$ cat src/hw/rtl/onm_pkg.sv
// ----------------------------------------------------------------------------
// onm_pkg
// Shared types and constants of the opaque neighbour mask block.
// ----------------------------------------------------------------------------
`timescale 1ns / 1ps
`default_nettype none

package onm_pkg;

  // default grid limits
  localparam int MAX_WIDTH_DEF  = 32;
  localparam int MAX_HEIGHT_DEF = 1024;

  // configuration register widths and reset values
  localparam int GRID_WIDTH_W    = 6;
  localparam int GRID_HEIGHT_W   = 11;
  localparam int GRID_WIDTH_RST  = 32;
  localparam int GRID_HEIGHT_RST = 24;

  localparam int CFG_IDX_W  = 2;
  localparam int CFG_DATA_W = 11;

  localparam logic [CFG_IDX_W-1:0] REG_GRID_WIDTH  = 2'd0;
  localparam logic [CFG_IDX_W-1:0] REG_GRID_HEIGHT = 2'd1;

  // result fields
  localparam int MASK_W     = 4;
  localparam int CELL_COL_W = 5;
  localparam int CELL_ROW_W = 10;

  localparam int MASK_NORTH = 0;
  localparam int MASK_SOUTH = 1;
  localparam int MASK_EAST  = 2;
  localparam int MASK_WEST  = 3;

  // one line buffer entry: the column's bit of the newest row and of the row before
  typedef struct packed {
    logic newer;
    logic older;
  } onm_word_t;

endpackage : onm_pkg

`default_nettype wire

$ cat src/hw/rtl/onm_in_if.sv
// ----------------------------------------------------------------------------
// onm_in_if
// Cell stream channel: one opacity bit per beat.
// ----------------------------------------------------------------------------
`timescale 1ns / 1ps
`default_nettype none

interface onm_in_if;
  logic valid;
  logic ready;
  logic opaque_bit;

  modport source (output valid, output opaque_bit, input ready);
  modport sink (input valid, input opaque_bit, output ready);
endinterface : onm_in_if

`default_nettype wire

$ cat src/hw/rtl/onm_out_if.sv
// ----------------------------------------------------------------------------
// onm_out_if
// Mask result channel: one cell's neighbour mask and position per beat.
// ----------------------------------------------------------------------------
`timescale 1ns / 1ps
`default_nettype none

interface onm_out_if import onm_pkg::*; ();
  logic                  valid;
  logic                  ready;
  logic [MASK_W-1:0]     neighbour_mask;
  logic [CELL_COL_W-1:0] cell_col;
  logic [CELL_ROW_W-1:0] cell_row;
  logic                  end_of_grid;

  modport source (output valid, output neighbour_mask, output cell_col, output cell_row,
                  output end_of_grid, input ready);
  modport sink (input valid, input neighbour_mask, input cell_col, input cell_row,
                input end_of_grid, output ready);
endinterface : onm_out_if

`default_nettype wire

$ cat src/hw/rtl/onm_cfg_if.sv
// ----------------------------------------------------------------------------
// onm_cfg_if
// Configuration write channel: register index and write data per beat.
// ----------------------------------------------------------------------------
`timescale 1ns / 1ps
`default_nettype none

interface onm_cfg_if import onm_pkg::*; ();
  logic                  valid;
  logic                  ready;
  logic [CFG_IDX_W-1:0]  reg_index;
  logic [CFG_DATA_W-1:0] wr_data;

  modport source (output valid, output reg_index, output wr_data, input ready);
  modport sink (input valid, input reg_index, input wr_data, output ready);
endinterface : onm_cfg_if

`default_nettype wire

$ cat src/hw/rtl/opaque_neighbour_mask.sv
// ----------------------------------------------------------------------------
// opaque_neighbour_mask
// Streams grid opacity bits in raster order and returns a north/south/east/
// west opaque-neighbour mask for every cell.
// ----------------------------------------------------------------------------
// One cell is taken per clock while the result side keeps up; the beat for
// cell (x,y) releases the mask of cell (x,y-1). The last cell of the grid
// starts a drain of the final row, paced by the single read port of the
// line buffer and by the result channel; no cell is taken during the drain.
// The line buffer holds two rows as one 2-bit entry per column, read two
// columns ahead of the incoming cell. Writing either register restarts the
// grid at cell (0,0). Widths of 0 act as 1, values above the maximum act as
// the maximum.
// ----------------------------------------------------------------------------
`timescale 1ns / 1ps
`default_nettype none

module opaque_neighbour_mask import onm_pkg::*; #(
  parameter int MAX_WIDTH  = MAX_WIDTH_DEF,
  parameter int MAX_HEIGHT = MAX_HEIGHT_DEF
) (
  input  wire        clk,
  input  wire        rst_n,
  onm_in_if.sink     in_s,
  onm_out_if.source  out_m,
  onm_cfg_if.sink    cfg_s
);

  localparam int COL_W  = $clog2(MAX_WIDTH);
  localparam int CNT_W  = $clog2(MAX_WIDTH + 2);
  localparam int ROW_W  = $clog2(MAX_HEIGHT);
  localparam int HGT_W  = $clog2(MAX_HEIGHT + 1);
  localparam int WCMP_W = (CNT_W > GRID_WIDTH_W) ? CNT_W : GRID_WIDTH_W;
  localparam int HCMP_W = (HGT_W > GRID_HEIGHT_W) ? HGT_W : GRID_HEIGHT_W;

  localparam int W_RST = (GRID_WIDTH_RST > MAX_WIDTH) ? MAX_WIDTH : GRID_WIDTH_RST;
  localparam int H_RST = (GRID_HEIGHT_RST > MAX_HEIGHT) ? MAX_HEIGHT : GRID_HEIGHT_RST;

  localparam logic ST_RUN   = 1'b0;
  localparam logic ST_DRAIN = 1'b1;

  logic              state_r, state_nxt;
  logic [COL_W-1:0]  col_r, col_nxt;
  logic [ROW_W-1:0]  row_r, row_nxt;
  logic [CNT_W-1:0]  drain_r, drain_nxt;
  logic [CNT_W-1:0]  eff_w_r, eff_w_nxt;
  logic [HGT_W-1:0]  eff_h_r, eff_h_nxt;
  logic              west_r, west_nxt;
  onm_word_t         cen_r, cen_nxt;
  onm_word_t         cen_now;

  logic                  out_valid_r, out_valid_nxt;
  logic [MASK_W-1:0]     mask_r, mask_nxt;
  logic [CELL_COL_W-1:0] ocol_r, ocol_nxt;
  logic [CELL_ROW_W-1:0] orow_r, orow_nxt;
  logic                  eog_r, eog_nxt;

  logic              out_free, accept, cfg_wr, adv, emit_drain;
  logic              row_end, last_row;
  logic [CNT_W-1:0]  col_ext, ra_sum, ra_one, ra_two, drain_col;
  logic [WCMP_W-1:0] w_cfg;
  logic [HCMP_W-1:0] h_cfg;

  logic             mem_wr_en, mem_rd_en;
  logic [COL_W-1:0] mem_wr_addr, mem_rd_addr;
  onm_word_t        mem_wr_data, mem_rd_data;

  onm_line_mem #(
    .DEPTH (MAX_WIDTH)
  ) u_line_mem (
    .clk     (clk),
    .wr_en   (mem_wr_en),
    .wr_addr (mem_wr_addr),
    .wr_data (mem_wr_data),
    .rd_en   (mem_rd_en),
    .rd_addr (mem_rd_addr),
    .rd_data (mem_rd_data)
  );

  assign out_free = !out_valid_r || out_m.ready;
  assign in_s.ready = (state_r == ST_RUN) && out_free;
  assign accept = in_s.valid && in_s.ready;
  assign cfg_s.ready = 1'b1;
  assign cfg_wr = cfg_s.valid &&
                  ((cfg_s.reg_index == REG_GRID_WIDTH) || (cfg_s.reg_index == REG_GRID_HEIGHT));

  assign col_ext  = CNT_W'(col_r);
  assign row_end  = (col_ext + CNT_W'(1)) == eff_w_r;
  assign last_row = (HGT_W'(row_r) + HGT_W'(1)) == eff_h_r;

  // read address runs two columns ahead, wrapping into the next row
  assign ra_sum = col_ext + CNT_W'(2);
  assign ra_one = (ra_sum >= eff_w_r) ? (ra_sum - eff_w_r) : ra_sum;
  assign ra_two = (ra_one >= eff_w_r) ? (ra_one - eff_w_r) : ra_one;

  // a one-column grid reads its own entry back on the very next beat
  assign cen_now = (eff_w_r == CNT_W'(1)) ? mem_rd_data : cen_r;

  // drain: two priming steps, then one column per step
  assign adv        = (state_r == ST_DRAIN) && ((drain_r < CNT_W'(2)) || out_free);
  assign emit_drain = adv && (drain_r >= CNT_W'(2));
  assign drain_col  = drain_r - CNT_W'(2);

  assign mem_wr_en         = accept;
  assign mem_wr_addr       = col_r;
  assign mem_wr_data.newer = in_s.opaque_bit;
  assign mem_wr_data.older = cen_now.newer;
  assign mem_rd_en   = accept || (adv && (drain_r < eff_w_r));
  assign mem_rd_addr = accept ? ra_two[COL_W-1:0] : drain_r[COL_W-1:0];

  // clamped register values
  always_comb begin
    w_cfg = WCMP_W'(cfg_s.wr_data[GRID_WIDTH_W-1:0]);
    h_cfg = HCMP_W'(cfg_s.wr_data[GRID_HEIGHT_W-1:0]);
    if (w_cfg == '0) begin
      w_cfg = WCMP_W'(1);
    end else if (w_cfg > WCMP_W'(MAX_WIDTH)) begin
      w_cfg = WCMP_W'(MAX_WIDTH);
    end
    if (h_cfg == '0) begin
      h_cfg = HCMP_W'(1);
    end else if (h_cfg > HCMP_W'(MAX_HEIGHT)) begin
      h_cfg = HCMP_W'(MAX_HEIGHT);
    end
  end

  always_comb begin
    state_nxt     = state_r;
    col_nxt       = col_r;
    row_nxt       = row_r;
    drain_nxt     = drain_r;
    eff_w_nxt     = eff_w_r;
    eff_h_nxt     = eff_h_r;
    west_nxt      = west_r;
    cen_nxt       = cen_r;
    out_valid_nxt = out_valid_r && !out_m.ready;
    mask_nxt      = mask_r;
    ocol_nxt      = ocol_r;
    orow_nxt      = orow_r;
    eog_nxt       = eog_r;

    if (accept || adv) begin
      west_nxt = cen_r.newer;
      cen_nxt  = mem_rd_data;
    end

    if (accept) begin
      // mask of the cell one row up
      if (row_r != '0) begin
        out_valid_nxt        = 1'b1;
        mask_nxt[MASK_NORTH] = (row_r >= ROW_W'(2)) && cen_now.older;
        mask_nxt[MASK_SOUTH] = in_s.opaque_bit;
        mask_nxt[MASK_EAST]  = !row_end && mem_rd_data.newer;
        mask_nxt[MASK_WEST]  = (col_r != '0) && west_r;
        ocol_nxt             = CELL_COL_W'(col_r);
        orow_nxt             = CELL_ROW_W'(row_r - ROW_W'(1));
        eog_nxt              = 1'b0;
      end
      if (row_end) begin
        if (last_row) begin
          state_nxt = ST_DRAIN;
          drain_nxt = '0;
        end else begin
          col_nxt = '0;
          row_nxt = row_r + ROW_W'(1);
        end
      end else begin
        col_nxt = col_r + COL_W'(1);
      end
    end

    if (adv) begin
      if (emit_drain) begin
        out_valid_nxt        = 1'b1;
        mask_nxt[MASK_NORTH] = (row_r != '0) && cen_r.older;
        mask_nxt[MASK_SOUTH] = 1'b0;
        mask_nxt[MASK_EAST]  = ((drain_col + CNT_W'(1)) != eff_w_r) && mem_rd_data.newer;
        mask_nxt[MASK_WEST]  = (drain_col != '0) && west_r;
        ocol_nxt             = CELL_COL_W'(drain_col);
        orow_nxt             = CELL_ROW_W'(row_r);
        eog_nxt              = (drain_col + CNT_W'(1)) == eff_w_r;
      end
      if (drain_r == (eff_w_r + CNT_W'(1))) begin
        state_nxt = ST_RUN;
        col_nxt   = '0;
        row_nxt   = '0;
      end else begin
        drain_nxt = drain_r + CNT_W'(1);
      end
    end

    if (cfg_wr) begin
      case (cfg_s.reg_index)
        REG_GRID_WIDTH: begin
          eff_w_nxt = CNT_W'(w_cfg);
        end
        REG_GRID_HEIGHT: begin
          eff_h_nxt = HGT_W'(h_cfg);
        end
        default: begin
        end
      endcase
      state_nxt = ST_RUN;
      col_nxt   = '0;
      row_nxt   = '0;
    end
  end

  always_ff @(posedge clk) begin
    if (!rst_n) begin
      state_r     <= ST_RUN;
      col_r       <= '0;
      row_r       <= '0;
      drain_r     <= '0;
      eff_w_r     <= CNT_W'(W_RST);
      eff_h_r     <= HGT_W'(H_RST);
      out_valid_r <= 1'b0;
    end else begin
      state_r     <= state_nxt;
      col_r       <= col_nxt;
      row_r       <= row_nxt;
      drain_r     <= drain_nxt;
      eff_w_r     <= eff_w_nxt;
      eff_h_r     <= eff_h_nxt;
      out_valid_r <= out_valid_nxt;
    end
  end

  always_ff @(posedge clk) begin
    west_r <= west_nxt;
    cen_r  <= cen_nxt;
    mask_r <= mask_nxt;
    ocol_r <= ocol_nxt;
    orow_r <= orow_nxt;
    eog_r  <= eog_nxt;
  end

  assign out_m.valid          = out_valid_r;
  assign out_m.neighbour_mask = mask_r;
  assign out_m.cell_col       = ocol_r;
  assign out_m.cell_row       = orow_r;
  assign out_m.end_of_grid    = eog_r;

endmodule : opaque_neighbour_mask

`default_nettype wire

$ cat src/hw/rtl/onm_line_mem.sv
// ----------------------------------------------------------------------------
// onm_line_mem
// Line buffer: one write port, one registered read port, write-first on
// a same-address collision.
// ----------------------------------------------------------------------------
`timescale 1ns / 1ps
`default_nettype none

module onm_line_mem import onm_pkg::*; #(
  parameter int DEPTH = MAX_WIDTH_DEF
) (
  input  wire                      clk,
  input  wire                      wr_en,
  input  wire  [$clog2(DEPTH)-1:0] wr_addr,
  input  wire  onm_word_t          wr_data,
  input  wire                      rd_en,
  input  wire  [$clog2(DEPTH)-1:0] rd_addr,
  output onm_word_t                rd_data
);

  onm_word_t mem [DEPTH];
  onm_word_t rd_data_r;

  always_ff @(posedge clk) begin
    if (wr_en) begin
      mem[wr_addr] <= wr_data;
    end
  end

  always_ff @(posedge clk) begin
    if (rd_en) begin
      if (wr_en && (wr_addr == rd_addr)) begin
        rd_data_r <= wr_data;
      end else begin
        rd_data_r <= mem[rd_addr];
      end
    end
  end

  assign rd_data = rd_data_r;

endmodule : onm_line_mem

`default_nettype wire
$ cat src/flat_wrapper.sv
// flat-port wrapper written by rule: the top's interface ports become plain ports
module opaque_neighbour_mask_flat import onm_pkg::*;
#(
  parameter int MAX_WIDTH  = MAX_WIDTH_DEF,
  parameter int MAX_HEIGHT = MAX_HEIGHT_DEF
)
  (clk, rst_n, in_s_valid, in_s_opaque_bit, in_s_ready, out_m_valid, out_m_neighbour_mask, out_m_cell_col, out_m_cell_row, out_m_end_of_grid, out_m_ready, cfg_s_valid, cfg_s_reg_index, cfg_s_wr_data, cfg_s_ready);
  onm_in_if in_s_i ();
  onm_out_if out_m_i ();
  onm_cfg_if cfg_s_i ();
  input  wire clk;
  input  wire rst_n;
  input wire logic [$bits(in_s_i.valid)-1:0] in_s_valid;
  input wire logic [$bits(in_s_i.opaque_bit)-1:0] in_s_opaque_bit;
  output wire logic [$bits(in_s_i.ready)-1:0] in_s_ready;
  output wire logic [$bits(out_m_i.valid)-1:0] out_m_valid;
  output wire logic [$bits(out_m_i.neighbour_mask)-1:0] out_m_neighbour_mask;
  output wire logic [$bits(out_m_i.cell_col)-1:0] out_m_cell_col;
  output wire logic [$bits(out_m_i.cell_row)-1:0] out_m_cell_row;
  output wire logic [$bits(out_m_i.end_of_grid)-1:0] out_m_end_of_grid;
  input wire logic [$bits(out_m_i.ready)-1:0] out_m_ready;
  input wire logic [$bits(cfg_s_i.valid)-1:0] cfg_s_valid;
  input wire logic [$bits(cfg_s_i.reg_index)-1:0] cfg_s_reg_index;
  input wire logic [$bits(cfg_s_i.wr_data)-1:0] cfg_s_wr_data;
  output wire logic [$bits(cfg_s_i.ready)-1:0] cfg_s_ready;
  assign in_s_i.valid = in_s_valid;
  assign in_s_i.opaque_bit = in_s_opaque_bit;
  assign in_s_ready = in_s_i.ready;
  assign out_m_valid = out_m_i.valid;
  assign out_m_neighbour_mask = out_m_i.neighbour_mask;
  assign out_m_cell_col = out_m_i.cell_col;
  assign out_m_cell_row = out_m_i.cell_row;
  assign out_m_end_of_grid = out_m_i.end_of_grid;
  assign out_m_i.ready = out_m_ready;
  assign cfg_s_i.valid = cfg_s_valid;
  assign cfg_s_i.reg_index = cfg_s_reg_index;
  assign cfg_s_i.wr_data = cfg_s_wr_data;
  assign cfg_s_ready = cfg_s_i.ready;
  opaque_neighbour_mask #(.MAX_WIDTH(MAX_WIDTH), .MAX_HEIGHT(MAX_HEIGHT)) u_core (.clk(clk), .rst_n(rst_n), .in_s(in_s_i), .out_m(out_m_i), .cfg_s(cfg_s_i));
endmodule
$ cat config.mk
export PLATFORM = sky130hd
export DESIGN_NAME = opaque_neighbour_mask_flat
export DESIGN_NICKNAME = d
export VERILOG_FILES = /design/src/hw/rtl/onm_pkg.sv /design/src/hw/rtl/onm_in_if.sv /design/src/hw/rtl/onm_out_if.sv /design/src/hw/rtl/onm_cfg_if.sv /design/src/hw/rtl/opaque_neighbour_mask.sv /design/src/hw/rtl/onm_line_mem.sv /design/src/flat_wrapper.sv
export SDC_FILE = /design/constraint.sdc
export NUM_CORES = 1
export LEC_CHECK = 0
export ABC_AREA = 1
export BUFFER_PORTS_ARGS = -buffer_cell sky130_fd_sc_hd__buf_2
export CORE_ASPECT_RATIO = 0.9
export CORE_UTILIZATION = 42
export CTS_CLUSTER_DIAMETER = 100
export DETAILED_ROUTE_END_ITERATION = 8
export SKIP_LAST_GASP = 1
export SYNTH_ARGS = -nofsm -noshare
export SYNTH_HDL_FRONTEND = slang
export SYNTH_SLANG_ARGS = --single-unit
$ cat constraint.sdc
create_clock -name clk -period 6.53 [get_ports clk]
set_clock_uncertainty 0.05 [all_clocks]
set_input_delay 0.3265 -clock clk [delete_from_list [all_inputs] [get_ports clk]]
set_output_delay 0.3265 -clock clk [all_outputs]
set_load 0.02 [all_outputs]
Yosys cells after proc, flatten, opt, wreduce, memory -nomap -nowiden
Memory sizes are Yosys's and may differ from the RTL's. A register that Yosys moved wholly into a read port is not among the register bits. Index checks and enable logic that the tools add are counted.

Reductions and logical operators: 30. Bitwise operators: 2. Equality and inequality tests: 7. Magnitude comparators: 8. Mux-type cells: 50. $add $sub $neg: 12.

Operators with widths (number): $mux 10 (9); $mux 5 (11); $mux 6 (8); $mux 11 (2); $add 6x1->6 const B (3); $eq 6x6->1 (3); $mux 4 (4); $mux 1 (15); $logic_and 1x1->1 (13); $ge 6x6->1 (2); $add 10x1->11 const B (1); $eq 11x11->1 (1); $gt 11x11->1 const B (1); $logic_not 11->1 (1); $add 10x1->10 const B (1); $ge 10x2->1 const B (1); $reduce_bool 10->1 (1); $sub 10x1->10 const B (1); $add 5x1->6 const B (1); $add 5x2->6 const B (1); $eq 6x1->1 const B (1); $ge 6x2->1 const B (1); $gt 6x6->1 const B (1); $logic_not 6->1 (1); other kinds (17) (25).

Output and inout port bits: 23. Memories: 1. Flip-flop bits (word level): 63. Memory bits (writable): 64. Logic and storage cells: 124.

Memories: u_core.u_line_mem.mem (words 32, width 2, rd ports 1, clocked after Yosys merged registers in 1, write ports 1, line onm_line_mem.sv:21) `onm_word_t mem [DEPTH];`.

Longest topological paths before layout
Gate-level depths: netlist (run 1).

Depth after elaboration: 8. Depth in mapped cells: 30. Mapped depth without buffers: 30.

By module
A second synthesis (run 1) with hierarchy kept.

Cells, all modules: 1029. Area, all modules: 7853.8 um^2.

By module, submodules not included: opaque_neighbour_mask (instances 1, area each 4824.6 um^2, cells each 740); onm_line_mem (instances 1, area each 3029.2 um^2, cells each 289).

Worst setup path before layout (run 1)
Ideal clock, no wire load.

Kind: register to register. Start point: reg u_core.col_r[1]. End point: reg, netlist name u_core.u_line_mem.rd_data[0]. Slack: 2.742 ns. Cell stages (with the launch flop): 26. Period minus slack after synthesis: 3.788 ns. Required time: 6.227 ns. Arrival time: 3.485 ns. Buffers on the path: 1. Path through: dfxtp_1 -> ha_1 -> xor2_1 -> ha_1 -> nand2_1 -> nand2_1 -> nand2_1 -> nand4_1 -> and2_1 -> ha_1 -> fa_1 -> nand2_1 -> nand2_1 -> nand3_2 -> inv_1 -> nand3_1 -> nand2_1 -> nand2_2 -> buf_4 -> nand2_1 -> nand3_1 -> nand3_1 -> nand3_1 -> nand3_1 -> nand3_1 -> nand2_1.

Cells in the longest elaborated chain, start to end: 6. Elaborated cells on any way between the ends: 8.

Ends and longest elaborated chain: start: declaration (line opaque_neighbour_mask.sv:43) `logic [COL_W-1:0] col_r, col_nxt;`; start signal: assignment (line opaque_neighbour_mask.sv:220) `col_r <= col_nxt;`; $add 5x2->6 * (line opaque_neighbour_mask.sv:92) `assign ra_sum = col_ext + CNT_W'(2);`; $sub 6x6->6 or $ge 6x6->1 (tied branches) (line opaque_neighbour_mask.sv:93) `assign ra_one = (ra_sum >= eff_w_r) ? (ra_sum - eff_w_r) : ra_sum;`; $mux 6 * (line opaque_neighbour_mask.sv:93); $sub 5x5->5 or $ge 6x6->1 (tied branches) (line opaque_neighbour_mask.sv:94) `assign ra_two = (ra_one >= eff_w_r) ? (ra_one - eff_w_r) : ra_one;`; $mux 5 * (line opaque_neighbour_mask.sv:94); $mux 5 * (line opaque_neighbour_mask.sv:109) `assign mem_rd_addr = accept ? ra_two[COL_W-1:0] : drain_r[COL_W-1:0];`.

Mark *: on every way between the ends. The rest lies on a longest branch, timed or not. A chain may end at the register's enable or synchronous reset.

Worst setup path after layout (run 1)
Start point: reg u_core.col_r[1]. End point: reg, netlist name u_core.u_line_mem.rd_data[1].

Cells in the longest elaborated chain, start to end: 6. Elaborated cells on any way between the ends: 8.

Ends and longest elaborated chain (line): $add 5x2->6 * (opaque_neighbour_mask.sv:92); $sub 6x6->6 or $ge 6x6->1 (tied branches) (opaque_neighbour_mask.sv:93); $mux 6 * (opaque_neighbour_mask.sv:93); $sub 5x5->5 or $ge 6x6->1 (tied branches) (opaque_neighbour_mask.sv:94); $mux 5 * (opaque_neighbour_mask.sv:94); $mux 5 * (opaque_neighbour_mask.sv:109).

Marks and branches as above.

==> flow_metrics.env, run 1 <==
export IMPL_synthAdderAreaFrac=0.0603
export IMPL_min_to="u_core.eff_h_r[9]"
export IMPL_firstDrtPassIters=5
export IMPL_ys_warn_count=0
export IMPL_outcome="complete, no violations"
export IMPL_routedWlPerCell_um=16.3
export IMPL_fin_crit_sh=0.761
export IMPL_fillers=1760
export IMPL_r2r_cells=22
export IMPL_clk_path_buf_depth=2
export IMPL_start_kind="flop"
export IMPL_antenna_found_initial=0
export IMPL_yosys_area_share_simple=0.281
export IMPL_synth_top_family_by_area="simple AND/OR/NAND/NOR gates"
export IMPL_area_growth_pct=11.6
export IMPL_async_flop_share=0
export IMPL_drc=0
export IMPL_synth_top_area_cell="edfxtp_1"
export IMPL_hold_violations=0
export IMPL_drive_gt1_frac=0.128
export IMPL_finalSetupViolations=0
export IMPL_cts_root_buf="clkbuf_16"
export IMPL_cts_setup_buffers=0
export IMPL_postCtsHoldBufs=0
export IMPL_reg2reg_slack_ps=1560
export IMPL_drt_initial_drc_count=466
export IMPL_max_slew_margin=0.296
export IMPL_critPathArrivalTime_ps=5090
export IMPL_cts_inserted_buffers=17
export IMPL_overflow=0
export IMPL_muxShareOfSynthArea=0.00146
export IMPL_gp_congestion=0.882
export IMPL_synth_distinct_cells=59
export IMPL_htree_levels=4
export IMPL_cts_clk_slew_worst_paths_ps=70
export IMPL_worstSetupPathType="flop to flop"
export IMPL_syn_cell_area_sq_um=7720
export IMPL_power_density_nw_per_um2=279
export IMPL_grt_first_pass_wirelength_um=31400
export IMPL_layout_nets=1039
export IMPL_p_leak_nw=3.66
export IMPL_dp_hpwl_um=14400
export IMPL_synth_yosys_seq_area_share=0.424
export IMPL_synthXorXnorAreaFrac=0.0397
export IMPL_final_core_util=0.484
export IMPL_viasPerCell=5.18
export IMPL_netlist_area_leader_share=0.268
export IMPL_synth_area_leaders="edfxtp_1 27%, dfxtp_1 16%, nand2_1 9.3%, nand3_1 6.5%, inv_1 5.8%"
export IMPL_critical_path_peak_fanout=33
export IMPL_endpoint_kind="flop"
export IMPL_rows=46
export IMPL_io_pins=42
export IMPL_post_cts_resize_count=0
export IMPL_min_period_ps=4970
export IMPL_worstPathRequired_ps=6650
export IMPL_ys_flop_type="edfxtp_1"
export IMPL_fin_tns_setup_ps=0
export IMPL_grt_max_degree=35
export IMPL_maxCapViolCount=0
export IMPL_synth_compound_area_frac=0.106
export IMPL_insertion_delay_ps=420
export IMPL_hold_class="primary input to flop"
export IMPL_drv_slew=0
export IMPL_core_sq_um=17800
export IMPL_syn_instance_count=951
export IMPL_diodes=0
export IMPL_die_area_sq_um=18900
export IMPL_drtAntennaViolNets=0
export IMPL_synth_ff_latch_count=129
export IMPL_via_count=6410
export IMPL_synth_nets=1006
export IMPL_r2r_end="u_core.u_line_mem.rd_data[1]"
export IMPL_start_util=0.434
export IMPL_syn_area_per_cell_sq_um=8.12
export IMPL_clock_sinks=129
export IMPL_grt_pass1_vias=5769
export IMPL_die_w_um=145
export IMPL_r2r_start="u_core.col_r[1]"
export IMPL_worst_pin_slew_ps=1050
export IMPL_ir_drop_v=0.000160
export IMPL_wl_um=20100
export IMPL_synth_edff_count=69
export IMPL_rsz0062_at_grt="no"
export IMPL_hold_path_startpoint="cfg_s_wr_data[9]"
export IMPL_port_buffers=40
export IMPL_track_usage=0.222
export IMPL_dieHeight_um=131
export IMPL_hold_depth=3
export IMPL_cts_tree="built"
export IMPL_fmax_ghz=0.201
-- per-stage QoR --
| step | hold WS (ps) | total power, mW | instances | setup slack (ps) | cell area (sq um) |
|---|---|---|---|---|---|
| after floorplan | 370 | 1.33 | 951 | 2740 | 7720 |
| after global placement | 378 | 1.48 | 1205 | 1670 | 8040 |
| after detailed placement | 379 | 1.48 | 1205 | 1590 | 8040 |
| after CTS | 98.1 | 2.42 | 1237 | 1570 | 8610 |
| after global routing | 118 | 2.51 | 1237 | 1010 | 8610 |
| final | 107 | 2.40 | 1237 | 1560 | 8610 |
-- registers in the layout, summed over array words and instances (netlist names) --
signal                       cells
u_core.drain_r                   6
u_core.state_r                   1
u_core.u_line_mem.mem           64
u_core.out_m.valid               1
u_core.row_r                    10
u_core.out_m.cell_col            5
u_core.out_m.neighbour_mask      4
u_core.out_m.cell_row           10
u_core.u_line_mem.rd_data        2
u_core.col_r                     5
u_core.out_m.end_of_grid         1
u_core.eff_w_r                   6
u_core.west_r                    1
u_core.eff_h_r                  11
u_core.cen_r                     2
-- placed cells by master, fill, tap and decap left out, types with 4 or more instances in the layout --
cell,Yosys,routed
nor3_1,10,10
inv_2,6,6
nand2_2,10,10
inv_1,119,119
a211oi_1,8,8
xor2_1,30,30
dfxtp_1,60,60
o21ai_0,35,35
clkbuf_16,0,17
or2_2,5,5
nand3b_1,23,23
nand2_1,191,191
edfxtp_1,69,69
ha_1,34,34
buf_2,9,40
nor2_1,85,85
inv_6,0,6
nand3_1,100,100
a31oi_1,4,4
nor2_2,5,5
o211ai_1,4,4
a21oi_2,5,5
xnor2_1,5,5
o221ai_1,6,6
nand4_1,11,11
a21oi_1,45,45
-- cell usage after synthesis (3+ instances only) --
| master | instances |
|---|---|
| nand2_1 | 191 |
| o221ai_1 | 6 |
| o211ai_1 | 4 |
| a211oi_1 | 8 |
| buf_2 | 9 |
| a21oi_2 | 5 |
| nand4_1 | 11 |
| nor4_1 | 3 |
| xor2_1 | 30 |
| nand3_2 | 3 |
| ha_1 | 34 |
| nand3b_1 | 23 |
| nor2_1 | 85 |
| buf_4 | 9 |
| nand2_2 | 10 |
| nor3_1 | 10 |
| edfxtp_1 | 69 |
| a31oi_1 | 4 |
| clkbuf_1 | 6 |
| nor2_2 | 5 |
| nor2_4 | 3 |
| o22ai_1 | 3 |
| inv_2 | 6 |
| xnor2_1 | 5 |
| dfxtp_1 | 60 |
| o21ai_0 | 35 |
| nand3_1 | 100 |
| a21oi_1 | 45 |
| buf_6 | 3 |
| o21ai_2 | 3 |
| or2_2 | 5 |
| o21ai_1 | 3 |
| inv_1 | 119 |
-- worst max path at each step --
stage | from | endpoint
6_report | u_core.col_r[1] | u_core.u_line_mem.rd_data[1]
5_1_grt | u_core.col_r[1] | u_core.u_line_mem.rd_data[1]
4_1_cts | u_core.col_r[1] | u_core.u_line_mem.rd_data[1]
3_5_place_dp | u_core.col_r[1] | u_core.u_line_mem.rd_data[1]
3_3_place_gp | u_core.col_r[1] | u_core.u_line_mem.rd_data[0]
2_1_floorplan | u_core.col_r[1] | u_core.u_line_mem.rd_data[0]
-- logic make-up after synthesis --
logic type | Yosys count
other | 1
adder cells (fa/ha/maj) | 36
AND/OR/NAND/NOR | 461
AO/OA/AOI/OAI | 131
XOR/XNOR | 35
multiplexers | 1
flip-flops | 129
buffers and inverters | 157
-- routing by layer --
metal	track usage	wire length, um	up-vias
met4	0.0613	195	0
met1	0.326	10200	2970
li1	-	-	3254
met3	0.0463	1060	20
met2	0.327	8690	166
met5	0	0	-
-- layout make-up --
cell class | count | area (sq um) | area share
clock buffers | 17 | 425 | 0.0494
clock inverters | 15 | 144 | 0.0167
repair buffers | 42 | 215 | 0.0250
well taps | 240 | 300 | 0.0349
inverters | 129 | 488 | 0.0567
flip-flops and latches | 129 | 3270 | 0.380
multi-input cells | 665 | 3770 | 0.437
-- where the power goes --
part / total, mW / switching, mW / leakage (nW) / internal (mW)
registers: 0.990 / 0.0502 / 1.12 / 0.939
logic: 0.478 / 0.316 / 2.27 / 0.162
clock network: 0.933 / 0.399 / 0.281 / 0.534
-- worst max-delay path: stages (launching register included) --
cell     delay [ps]
dfxtp_1         570
ha_1            280
nand2_1          80
nor2_1          180
ha_1            310
a21oi_2         260
nand4_1         150
and2_1          210
ha_1            200
fa_1            420
nand2_1          90
nand2_1          60
nand3_2         130
inv_1           110
nand3_1          90
nand2_1          50
buf_4           230
nand2_2         480
inv_1           180
a21oi_1         280
nand3_1         130
nand3_1         100
nand2_1          50
No activity file was read; power rests on OpenSTA's default activity.
==> run 2, diff against run 1 <==
--- a/config.mk
+++ b/config.mk
@@ -5,7 +5,7 @@
 export SDC_FILE = /design/constraint.sdc
 export NUM_CORES = 1
 export LEC_CHECK = 0
-export ABC_AREA = 1
+export ABC_AREA = 0
 export BUFFER_PORTS_ARGS = -buffer_cell sky130_fd_sc_hd__buf_2
 export CORE_ASPECT_RATIO = 0.9
 export CORE_UTILIZATION = 42
==> constraint.sdc (replaced) <==
create_clock -name clk -period 4.55 [get_ports clk]
set_clock_uncertainty 0.05 [all_clocks]
set_input_delay 0.2275 -clock clk [delete_from_list [all_inputs] [get_ports clk]]
set_output_delay 0.2275 -clock clk [all_outputs]
set_load 0.02 [all_outputs]
==> run 2 against run 1 <==
Effect of this change:
- the flow now finishes with violations (setup timing)
- worst hold slack lost 76 ps
- clock-buffer cell count is the same
- critical path depth shrank 4
- combinational power grew 7.9%
- critical path type unchanged
- critical endpoint is now u_core.u_line_mem.rd_data[0]
==> flow_metrics.env, run 2 <==
export IMPL_final_core_util=0.524
export IMPL_die_w_um=144
export IMPL_cts_root_buf="clkbuf_16"
export IMPL_synthXorXnorAreaFrac=0.0588
export IMPL_port_buffers=40
export IMPL_min_period_ps=4740
export IMPL_synth_ff_latch_count=129
export IMPL_rsz0062_at_grt="yes"
export IMPL_fillers=1627
export IMPL_synth_top_area_cell="edfxtp_1"
export IMPL_syn_area_per_cell_sq_um=9.29
export IMPL_antenna_found_initial=0
export IMPL_synth_nets=872
export IMPL_postCtsHoldBufs=0
export IMPL_synthAdderAreaFrac=0.0639
export IMPL_violations="setup timing"
export IMPL_syn_instance_count=817
export IMPL_area_growth_pct=21.9
export IMPL_synth_area_leaders="edfxtp_1 27%, dfxtp_1 16%, ha_1 5.6%, nand2_1 4.8%, xnor2_1 3.9%"
export IMPL_diodes=0
export IMPL_finalSetupViolations=2
export IMPL_cts_tree="built"
export IMPL_synth_edff_count=69
export IMPL_drtAntennaViolNets=0
export IMPL_async_flop_share=0
export IMPL_pre_cts_ws_ps=-266
export IMPL_ir_drop_v=0.000238
export IMPL_drv_slew=0
export IMPL_maxCapViolCount=0
export IMPL_synth_distinct_cells=79
export IMPL_power_density_nw_per_um2=336
export IMPL_fmax_ghz=0.211
export IMPL_m1WireLength_um=10400
export IMPL_cts_clk_slew_worst_paths_ps=60
export IMPL_worstPathRequired_ps=4680
export IMPL_worstSetupPathType="flop to flop"
export IMPL_maxUsedRoutingLayer="met4"
export IMPL_endpoint_kind="flop"
export IMPL_io_pins=42
export IMPL_final_cell_mix="96 x nand2_1, 78 x buf_4, 77 x nor2_1, 69 x edfxtp_1, 56 x dfxtp_1"
export IMPL_dieHeight_um=130
export IMPL_wl_met3_um=1170
export IMPL_fin_tns_setup_ps=-330
export IMPL_track_usage=0.241
export IMPL_muxShareOfSynthArea=0.0297
export IMPL_htree_levels=4
export IMPL_synth_top_family_by_area="simple AND/OR/NAND/NOR gates"
export IMPL_fin_crit_sh=1.04
export IMPL_hold_violations=0
export IMPL_dp_hpwl_um=15400
export IMPL_core_sq_um=17700
export IMPL_top_regs="u_core.u_line_mem.mem (64), u_core.eff_h_r (11)"
export IMPL_clock_sinks=129
export IMPL_synth_yosys_seq_area_share=0.431
export IMPL_regMostFlops="u_core.u_line_mem.mem"
export IMPL_syn_cell_area_sq_um=7590
export IMPL_routedWlPerCell_um=18.0
export IMPL_grt_pass1_vias=6175
export IMPL_largest_reg_flops=64
export IMPL_max_slew_margin=0.371
export IMPL_drive_gt1_frac=0.220
export IMPL_insertion_delay_ps=430
export IMPL_hold_class="primary input to flop"
export IMPL_yosys_area_share_simple=0.211
export IMPL_via_count=6494
export IMPL_grt_first_pass_wirelength_um=33800
export IMPL_timing_final_ws_setup_ps=-186
export IMPL_dpl_cell_area_sq_um=8600
export IMPL_die_area_sq_um=18600
export IMPL_start_kind="flop"
export IMPL_grt_max_degree=35
export IMPL_fin_area_sq_um=9260
export IMPL_layout_nets=969
export IMPL_power_total_mw=3.11
export IMPL_final_common_cell="nand2_1"
export IMPL_p_leak_nw=3.46
export IMPL_critical_path_peak_fanout=6
export IMPL_rows=46
export IMPL_wl_met2_um=9060
export IMPL_wl_um=21100
export IMPL_synth_compound_area_frac=0.167
export IMPL_overflow=0
export IMPL_clk_path_buf_depth=2
export IMPL_outcome="complete, but fails checks"
export IMPL_drc=0
export IMPL_worst_pin_slew_ps=940
export IMPL_critPathArrivalTime_ps=4870
export IMPL_synth_most_common_cell="nand2_1"
export IMPL_start_util=0.430
export IMPL_viasPerCell=5.56
export IMPL_firstDrtPassIters=7
export IMPL_ys_warn_count=0
export IMPL_drt_initial_drc_count=432
export IMPL_gp_congestion=0.872
export IMPL_cts_inserted_buffers=17
export IMPL_yosys_top_cells_count="97 x nand2_1, 78 x nor2_1, 69 x edfxtp_1"
export IMPL_netlist_area_leader_share=0.273
export IMPL_ys_flop_type="edfxtp_1"
run 2: final timing paths:
path | startpoint | depth (start not counted) | slack [ps] | to
setup reg to reg | u_core.col_r[1] | 18 | -190 | u_core.u_line_mem.rd_data[0]
hold / removal | cfg_s_wr_data[7] | 3 | 30 | u_core.eff_h_r[7]
setup / recovery | u_core.col_r[1] | 18 | -190 | u_core.u_line_mem.rd_data[0]
hold reg to reg | u_core.out_m.end_of_grid | 2 | 400 | u_core.out_m.end_of_grid
run 2: critical path, stage by stage, from the launching register on:
cell and delay [ps]:
dfxtp_4 360, ha_4 170, and3_4 190, ha_4 280
nand4_1 180, o221ai_4 390, buf_6 160, a21o_1 110
inv_1 40, ha_1 300, and2_1 220, a221o_1 440
a31o_4 260, a21oi_4 230, mux2i_1 240, mux2i_1 90
a32o_1 210, or3b_1 360, o211a_1 210
run 2: per-layer routing:
metal / vias up / global-route usage
li1: 3160 / -
met1: 3113 / 0.349
met2: 186 / 0.359
met3: 35 / 0.0432
met4: 0 / 0.0857
met5: - / 0
run 2: timing repair:
| action | in CTS | in global routing |
|---|---|---|
| resized for setup | 11 | 5 |
| setup buffers | 3 | 2 |
| pin swaps | 0 | 6 |
| setup endpoints to repair | 2 | 2 |
run 2: cells by family after synthesis:
family / Yosys count
mux: 18
fa+ha+maj: 38
compound gates: 184
buf+inv: 71
other cells: 1
simple gates: 325
xor+xnor: 51
flops: 129
run 2: cell type report:
cell class / count / area (sq um) / share of cell area
clock buffer: 17 / 425 / 0.0460
clock inverter: 15 / 124 / 0.0134
inverter: 29 / 109 / 0.0118
multi-input combinational: 617 / 4200 / 0.453
sequential: 129 / 3280 / 0.355
tap: 240 / 300 / 0.0324
timing repair buffer: 120 / 817 / 0.0883
run 2: metrics by stage:
step,cells,hold WS [ps]
floorplan,817,276
global placement,1130,377
detailed placement,1130,399
CTS,1165,19.9
global route,1167,61.0
finish,1167,31.3
run 2: power breakdown:
group	internal [mW]	switching [mW]
registers	1.29	0.0383
logic	0.217	0.300
clock network	0.708	0.557
total	2.21	0.895
